===== config.mk =====
export PLATFORM = sky130hd
export DESIGN_NAME = seven_segment_text_renderer_core_flat
export DESIGN_NICKNAME = d
export VERILOG_FILES = /design/src/sv/sstr_pkg.sv /design/src/sv/sstr_channels.sv /design/src/sv/seven_segment_text_renderer_core.sv /design/src/flat_wrapper.sv
export SDC_FILE = /design/constraint.sdc
export NUM_CORES = 1
export LEC_CHECK = 0
export CORE_MARGIN = 1
export CORE_UTILIZATION = 60
export DETAILED_ROUTE_END_ITERATION = 8
export DONT_BUFFER_PORTS = 1
export PLACE_DENSITY = 0.76
export REMOVE_ABC_BUFFERS = 1
export SYNTH_ARGS = -nofsm -noshare
export SYNTH_HDL_FRONTEND = slang
export SYNTH_SLANG_ARGS = --single-unit

===== constraint.sdc =====
create_clock -name clock -period 3.4 [get_ports clock]
set_input_delay 0.51 -clock clock [delete_from_list [all_inputs] [get_ports clock]]
set_output_delay 0.51 -clock clock [all_outputs]
set_load 0.005 [all_outputs]

===== src/sv/sstr_pkg.sv =====
`default_nettype none

package sstr_pkg;

   localparam int unsigned DIGIT_COUNT_DEFAULT = 4;

   localparam logic [7:0] CMD_CLEAR    = 8'd2;
   localparam logic [7:0] CMD_SEGMENTS = 8'd3;
   localparam logic [7:0] CMD_POINT    = 8'd5;

   localparam logic [2:0] LEN_SHORT = 3'd2;
   localparam logic [2:0] LEN_LONG  = 3'd4;

   localparam logic [7:0] CHAR_END   = 8'h00;
   localparam logic [7:0] CHAR_POINT = 8'h2e;

   localparam int unsigned FONT_FIRST = 45;
   localparam int unsigned FONT_SIZE  = 78;
   localparam int unsigned FONT_IDX_W = $clog2(FONT_SIZE);

   // glyphs for '-' to 'z'
   localparam logic [7:0] FONT_TABLE [FONT_SIZE] = '{
      8'h40, 8'h80, 8'h00,
      8'h3f, 8'h06, 8'h5b, 8'h4f, 8'h66, 8'h6d, 8'h7d, 8'h07, 8'h7f, 8'h6f,
      8'h00, 8'h00, 8'h00, 8'h48, 8'h00, 8'h00, 8'h00,
      8'h77, 8'h7c, 8'h39, 8'h5e, 8'h79, 8'h71, 8'h00, 8'h76, 8'h30,
      8'h0e, 8'h00, 8'h38, 8'h00, 8'h37, 8'h5c, 8'h73, 8'h00, 8'h50,
      8'h00, 8'h00, 8'h3e, 8'h1c, 8'h00, 8'h00, 8'h00, 8'h00,
      8'h00, 8'h00, 8'h00, 8'h00, 8'h08, 8'h00,
      8'h5f, 8'h7c, 8'h58, 8'h5e, 8'h79, 8'h71, 8'h00, 8'h74, 8'h30,
      8'h0e, 8'h00, 8'h38, 8'h00, 8'h54, 8'h5c, 8'h73, 8'h00, 8'h50,
      8'h00, 8'h00, 8'h3e, 8'h1c, 8'h00, 8'h00, 8'h00, 8'h00
   };

   typedef struct packed {
      logic [7:0] address_byte;
      logic [7:0] command_byte;
      logic [3:0] digit_index;
      logic [7:0] payload;
      logic [2:0] message_length;
   } message_type;

   function automatic logic [7:0] font_glyph(input logic [7:0] code);
      logic [7:0] offset;
      logic [7:0] glyph;
      offset = code - 8'(FONT_FIRST);
      if (code >= 8'(FONT_FIRST) && offset < 8'(FONT_SIZE)) begin
         glyph = FONT_TABLE[offset[FONT_IDX_W-1:0]];
      end else begin
         glyph = 8'h00;
      end
      return glyph;
   endfunction

endpackage

`default_nettype wire


===== src/sv/sstr_channels.sv =====
`default_nettype none

interface sstr_req_if;
   logic       valid;
   logic       ready;
   logic       mode;
   logic [7:0] character;
   logic [2:0] start_position;

   modport source(output valid, mode, character, start_position, input ready);
   modport sink(input valid, mode, character, start_position, output ready);
endinterface

interface sstr_rsp_if;
   logic       valid;
   logic       ready;
   logic [7:0] address_byte;
   logic [7:0] command_byte;
   logic [3:0] digit_index;
   logic [7:0] payload;
   logic [2:0] message_length;

   modport source(output valid, address_byte, command_byte, digit_index, payload,
                  message_length, input ready);
   modport sink(input valid, address_byte, command_byte, digit_index, payload,
                message_length, output ready);
endinterface

interface sstr_csr_if;
   logic       valid;
   logic       ready;
   logic [7:0] data;

   modport source(output valid, data, input ready);
   modport sink(input valid, data, output ready);
endinterface

`default_nettype wire


===== src/sv/seven_segment_text_renderer_core.sv =====
// An accepted transfer's message is registered and appears on rsp in the cycle after.
// Throughput: one item per cycle; req stalls only while a message waits unread.
// Items that produce no message update state and leave rsp untouched.
// Reset (synchronous, high): position, start and armed flag cleared, rsp empty,
// device address 0.
`default_nettype none

module seven_segment_text_renderer_core #(
   parameter int unsigned DIGIT_COUNT = sstr_pkg::DIGIT_COUNT_DEFAULT
) (
   input  logic       clock,
   input  logic       reset,
   sstr_req_if.sink   req,
   sstr_rsp_if.source rsp,
   sstr_csr_if.sink   csr
);
   import sstr_pkg::*;

   localparam logic [3:0] LAST_DIGIT = 4'(DIGIT_COUNT - 1);

   logic [7:0]  address_ff;
   logic [3:0]  current_ff, current_in;
   logic [3:0]  first_ff, first_in;
   logic        active_ff, active_in;
   logic        rsp_valid_ff;
   message_type rsp_msg_ff, rsp_msg_in;
   logic        emit;
   logic        accept;
   logic [3:0]  previous;

   assign req.ready = !rsp_valid_ff || rsp.ready;
   assign accept    = req.valid && req.ready;
   assign csr.ready = 1'b1;
   assign previous  = current_ff - 4'd1;

   always_comb begin
      emit       = 1'b0;
      current_in = current_ff;
      first_in   = first_ff;
      active_in  = active_ff;
      rsp_msg_in = '{address_byte:   address_ff,
                     command_byte:   CMD_SEGMENTS,
                     digit_index:    current_ff,
                     payload:        font_glyph(req.character),
                     message_length: LEN_LONG};
      if (req.mode) begin
         current_in = {1'b0, req.start_position};
         first_in   = {1'b0, req.start_position};
         active_in  = 1'b1;
         emit       = 1'b1;
         rsp_msg_in.command_byte   = CMD_CLEAR;
         rsp_msg_in.digit_index    = 4'd0;
         rsp_msg_in.payload        = 8'h00;
         rsp_msg_in.message_length = LEN_SHORT;
      end else if (active_ff) begin
         if (req.character == CHAR_END || current_ff > LAST_DIGIT) begin
            active_in = 1'b0;
         end else if (req.character == CHAR_POINT) begin
            // point goes on the digit before, never before the start
            if (current_ff != 4'd0 && previous >= first_ff) begin
               emit = 1'b1;
               rsp_msg_in.command_byte = CMD_POINT;
               rsp_msg_in.digit_index  = previous;
               rsp_msg_in.payload      = 8'h01;
            end
         end else begin
            emit       = 1'b1;
            current_in = current_ff + 4'd1;
         end
      end
   end

   always_ff @(posedge clock) begin
      if (reset) begin
         address_ff   <= 8'h00;
         current_ff   <= 4'd0;
         first_ff     <= 4'd0;
         active_ff    <= 1'b0;
         rsp_valid_ff <= 1'b0;
      end else begin
         if (csr.valid && csr.ready) begin
            address_ff <= csr.data;
         end
         if (accept) begin
            current_ff   <= current_in;
            first_ff     <= first_in;
            active_ff    <= active_in;
            rsp_valid_ff <= emit;
         end else if (rsp.ready) begin
            rsp_valid_ff <= 1'b0;
         end
      end
   end

   always_ff @(posedge clock) begin
      if (accept && emit) begin
         rsp_msg_ff <= rsp_msg_in;
      end
   end

   assign rsp.valid          = rsp_valid_ff;
   assign rsp.address_byte   = rsp_msg_ff.address_byte;
   assign rsp.command_byte   = rsp_msg_ff.command_byte;
   assign rsp.digit_index    = rsp_msg_ff.digit_index;
   assign rsp.payload        = rsp_msg_ff.payload;
   assign rsp.message_length = rsp_msg_ff.message_length;

`ifndef ASSERT_OFF
   a_begin_arms: assert property (@(posedge clock) disable iff (reset)
      accept && req.mode |=> active_ff && current_ff == first_ff && rsp_valid_ff
                             && rsp.command_byte == CMD_CLEAR)
      else $error("begin transfer did not arm the renderer");

   a_clear_shape: assert property (@(posedge clock) disable iff (reset)
      rsp_valid_ff && rsp.command_byte == CMD_CLEAR |->
         rsp.message_length == LEN_SHORT && rsp.digit_index == 4'd0
         && rsp.payload == 8'h00)
      else $error("malformed clear message");

   a_point_before_cursor: assert property (@(posedge clock) disable iff (reset)
      accept && !req.mode && emit && req.character == CHAR_POINT |=>
         rsp.command_byte == CMD_POINT && rsp.payload == 8'h01
         && rsp.digit_index == current_ff - 4'd1 && rsp.digit_index >= first_ff)
      else $error("decimal point on wrong digit");

   a_segment_advance: assert property (@(posedge clock) disable iff (reset)
      accept && !req.mode && emit && req.character != CHAR_POINT |=>
         current_ff == $past(current_ff) + 4'd1
         && rsp.digit_index == $past(current_ff)
         && rsp.digit_index <= LAST_DIGIT)
      else $error("segment write did not advance the position");

   a_idle_silent: assert property (@(posedge clock) disable iff (reset)
      accept && !req.mode && !active_ff |=> !rsp_valid_ff && !active_ff)
      else $error("message produced while not armed");
`endif

endmodule

`default_nettype wire

===== src/flat_wrapper.sv =====
// flat-port wrapper written by rule: the top's interface ports become plain ports
module seven_segment_text_renderer_core_flat import sstr_pkg::*;
#(
   parameter int unsigned DIGIT_COUNT = sstr_pkg::DIGIT_COUNT_DEFAULT
)
  (clock, reset, req_valid, req_mode, req_character, req_start_position, req_ready, rsp_valid, rsp_address_byte, rsp_command_byte, rsp_digit_index, rsp_payload, rsp_message_length, rsp_ready, csr_valid, csr_data, csr_ready);
  sstr_req_if req_i ();
  sstr_rsp_if rsp_i ();
  sstr_csr_if csr_i ();
  input  logic clock;
  input  logic reset;
  input wire logic [$bits(req_i.valid)-1:0] req_valid;
  input wire logic [$bits(req_i.mode)-1:0] req_mode;
  input wire logic [$bits(req_i.character)-1:0] req_character;
  input wire logic [$bits(req_i.start_position)-1:0] req_start_position;
  output wire logic [$bits(req_i.ready)-1:0] req_ready;
  output wire logic [$bits(rsp_i.valid)-1:0] rsp_valid;
  output wire logic [$bits(rsp_i.address_byte)-1:0] rsp_address_byte;
  output wire logic [$bits(rsp_i.command_byte)-1:0] rsp_command_byte;
  output wire logic [$bits(rsp_i.digit_index)-1:0] rsp_digit_index;
  output wire logic [$bits(rsp_i.payload)-1:0] rsp_payload;
  output wire logic [$bits(rsp_i.message_length)-1:0] rsp_message_length;
  input wire logic [$bits(rsp_i.ready)-1:0] rsp_ready;
  input wire logic [$bits(csr_i.valid)-1:0] csr_valid;
  input wire logic [$bits(csr_i.data)-1:0] csr_data;
  output wire logic [$bits(csr_i.ready)-1:0] csr_ready;
  assign req_i.valid = req_valid;
  assign req_i.mode = req_mode;
  assign req_i.character = req_character;
  assign req_i.start_position = req_start_position;
  assign req_ready = req_i.ready;
  assign rsp_valid = rsp_i.valid;
  assign rsp_address_byte = rsp_i.address_byte;
  assign rsp_command_byte = rsp_i.command_byte;
  assign rsp_digit_index = rsp_i.digit_index;
  assign rsp_payload = rsp_i.payload;
  assign rsp_message_length = rsp_i.message_length;
  assign rsp_i.ready = rsp_ready;
  assign csr_i.valid = csr_valid;
  assign csr_i.data = csr_data;
  assign csr_ready = csr_i.ready;
  seven_segment_text_renderer_core #(.DIGIT_COUNT(DIGIT_COUNT)) u_core (.clock(clock), .reset(reset), .req(req_i), .rsp(rsp_i), .csr(csr_i));
endmodule

==> key figures <==
Outcome
  • Status: completed

Hold path
  • Hold depth: 1
  • Worst hold endpoint: u_core.address_ff[1]$_SDFFE_PP0P_
  • Worst Hold Launch: reset
  • Worst hold-check path type: input port to flip-flop

Clock tree
  • Max Buffers Root-to-Sink: 2
  • Root Buffer: clkbuf_8
  • CTS resizes: 0
  • # H-tree levels: 2
  • Hold_buf cts: 0
  • Clk slew on worst S/H paths: about 0.080 ns
  • CTS Buf Count: 5
  • Clock Latency Late Sink: 0.29 ns
  • Post-CTS setup buffer count: 0
  • CTS tree: yes
  • CTS sink count: 42

Power
  • Worst vdd rail ir drop: 0.256 mV
  • PwrDens: 399 nW/um2
  • Final Total Pwr: 1.18 mW
  • Leakage: 1.09 nW

STA
  • Max-slew violations: 0
  • Worst slew pin tran: ~0.94 ns
  • Final Hold Vio Count: 0
  • Fmax: around 340 MHz
  • Setup Viol. Count Final: 0
  • Crit path time final: 2.97 ns
  • Setup ws final: 0.432 ns
  • RSZ-0062 raised after global routing: no
  • Layout Skew: 0.00707 ns
  • Worst hold margin: 0.274 ns
  • Tcrit/Tclk final: 87.3%
  • Rel. slew slack: 36.8%

Floorplanning
  • Core footprint: about 4500 um2
  • I/O pins: 59
  • Starting density of the core: 64.3%
  • Core Rows: 24
  • Die height: 71.5 um
  • Die width: approximately 71 um
  • Total die area: 5110 um2

Routing
  • 1st-iter DRT viols: 276
  • Vias per cell: 6.53
  • DRC violations left: 0
  • TritonRoute pass-1 iters: 5
  • Routed wire length: 6340 um
  • Routed via count: about 2500
  • Routed length per instance: 16.7 um
  • Antenna Nets Post-Route: 0

Yosys
  • Number of enable flip-flop cells after synthesis: 25
  • Yosys cell types: 56
  • Register area share after synthesis: 37.7%
  • Yosys warnings: 0
  • Async set-reset flop share out of synthesis: 0%
  • Post-Syn Area: 2900 um2
  • Synth Register Bits: 42
  • Syn avg cell area: 8.50 um2
  • Ys flop type: edfxtp_1
  • Mapped Cells: ~340

Worst setup path
  • Crit. End Element: flip-flop
  • R2R depth: 9
  • Critical R2R Launch: u_core.current_ff[0]$_SDFFE_PP0P_
  • Crit Path Category: flip-flop to flip-flop
  • Crit Reg-Reg Endpoint: u_core.rsp.payload[5]$_SDFFCE_PP0P_
  • Crit path DAT: roughly 3.1 ns
  • Startpoint Class: flip-flop
  • Worst Path Required: 3.51 ns
  • Flop2flop setup slack: 0.43 ns
  • CP max FO: 8

Place
  • Detail Placement HPWL: 4510 um
  • DP Worst Slack: 0.317 ns
  • Area post-placement: 2870 um2
  • GPL Wtd Cong: 0.973
  • Port Buffers: 0

Finish
  • Fill cells: 374
  • Most frequent cells in the layout: a21oi_1, nor2_1, nand2_1
  • Final nets: about 370
  • N_diodes: 0
  • Layout cell share with drive strength beyond 1: under 10%
  • Design Area, Final: 2970 um2
  • Area Growth Syn to Fin: 2.33%
  • Reg area: 1090 um2
  • Area of the multi-input gates: 1580 um2
  • Leading cell type in the layout, fill and taps excluded: a21oi_1

Job
  • MaxCap Viol Count: 0

Global route
  • GRT Resource Usage Total: 26.1%
  • First-pass GRT wire length: 10600 um
  • Largest net degree at the start of global routing: 26
  • Number of global-route vias before repair: 2159
  • Antenna violations before repair: 0
  • Total grt overflow: 0
## worst max-delay path: stages (launching register included)
cell      delay, ns
dfxtp_1        0.47
inv_1          0.11
ha_1           0.31
inv_1          0.06
ha_1           0.27
a21o_1         0.16
a211oi_1       0.30
or4_1          0.18
or4b_1         0.61
nor4_2         0.33
## flip-flops by register name, summed over array words and instances, names as in the netlist
name / flops
u_core.active_ff: 1
u_core.address_ff: 8
u_core.rsp.valid: 1
u_core.first_ff: 3
u_core.rsp.payload: 8
u_core.rsp.address_byte: 8
u_core.rsp.message_length: 2
u_core.rsp.command_byte: 3
u_core.current_ff: 4
u_core.rsp.digit_index: 4
## synth_stat cells (4+ instances only)
library cell | number | share of area (%)
a31oi_1 | 4 | 0.86
buf_2 | 9 | 1.6
edfxtp_1 | 25 | 26
nand2b_1 | 4 | 0.86
clkbuf_1 | 14 | 1.8
o211ai_1 | 6 | 1.6
nor3_1 | 16 | 2.8
mux2i_1 | 12 | 4.1
nand3_1 | 13 | 2.2
nor2_1 | 33 | 4.3
a211oi_1 | 10 | 2.6
o21ai_0 | 16 | 2.8
nor2b_1 | 5 | 1.1
dfxtp_1 | 17 | 12
xor2_1 | 4 | 1.2
inv_1 | 18 | 2.3
xnor2_1 | 7 | 2.1
buf_4 | 9 | 2.3
nand2_1 | 26 | 3.4
ha_1 | 14 | 6.0
a21oi_1 | 33 | 5.7
## area by class of cell
cell class | instances | area share (%)
clock buffer | 5 | 2.32
timing repair buffer | 8 | 2.03
clock inverter | 3 | 0.844
inverter | 19 | 2.41
multi-input combinational | 251 | 53.4
sequential | 42 | 36.8
tap | 52 | 2.19
## report_power, final
part	total (mW)	internal, mW	switching [mW]	leakage, nW
Clock	0.321	0.148	0.173	0.0447
Sequential	0.589	0.571	0.0176	0.381
Combinational	0.274	0.105	0.170	0.666
## worst max path at each step
stage,slack (ns),end,depth (start not counted),startpoint
final,0.43,u_core.rsp.payload[5]$_SDFFCE_PP0P_,9,u_core.current_ff[0]$_SDFFE_PP0P_
after global placement,0.43,u_core.rsp.payload[5]$_SDFFCE_PP0P_,10,req_character[0]
after CTS,0.44,u_core.rsp.payload[5]$_SDFFCE_PP0P_,9,u_core.current_ff[0]$_SDFFE_PP0P_
after global routing,0.22,u_core.rsp.payload[5]$_SDFFCE_PP0P_,9,u_core.current_ff[0]$_SDFFE_PP0P_
after floorplan,-0.08,u_core.rsp.payload[3]$_SDFFCE_PP0P_,10,req_character[0]
after detailed placement,0.32,u_core.rsp.payload[5]$_SDFFCE_PP0P_,10,req_character[0]
## routing by layer
| metal | global-route usage [%] | up-vias | routed length, um |
|---|---|---|---|
| li1 | - | 1182 | - |
| met1 | 38.0 | 1114 | 2700 |
| met2 | 38.0 | 174 | 2760 |
| met3 | 7.45 | 11 | 803 |
| met4 | 6.97 | 0 | 77 |
| met5 | 0 | - | 0 |
## logic make-up after synthesis
logic type | count (synthesis) | share of synthesized area, %
muxes | 12 | 4.15
and+or+nand+nor | 116 | 19.8
buffers and inverters | 53 | 8.42
adders and majority gates | 14 | 6.04
other | 2 | 0.259
DFF | 42 | 37.7
xor gates and xnor gates | 11 | 3.32
AOI/OAI and AO/OA | 91 | 20.3
## metrics by stage
| step | utilization, % | TNS, ns | std cells |
|---|---|---|---|
| 3_5_place_dp | 63.7 | 0 | 372 |
| 5_1_grt | 65.8 | 0 | 380 |
| 4_1_cts | 65.8 | 0 | 380 |
| 3_3_place_gp | 63.7 | 0 | 372 |
| 2_1_floorplan | - | -0.194 | 312 |
| 6_report | 65.8 | 0 | 380 |
Note: power is estimated with default switching activity, not from simulation.
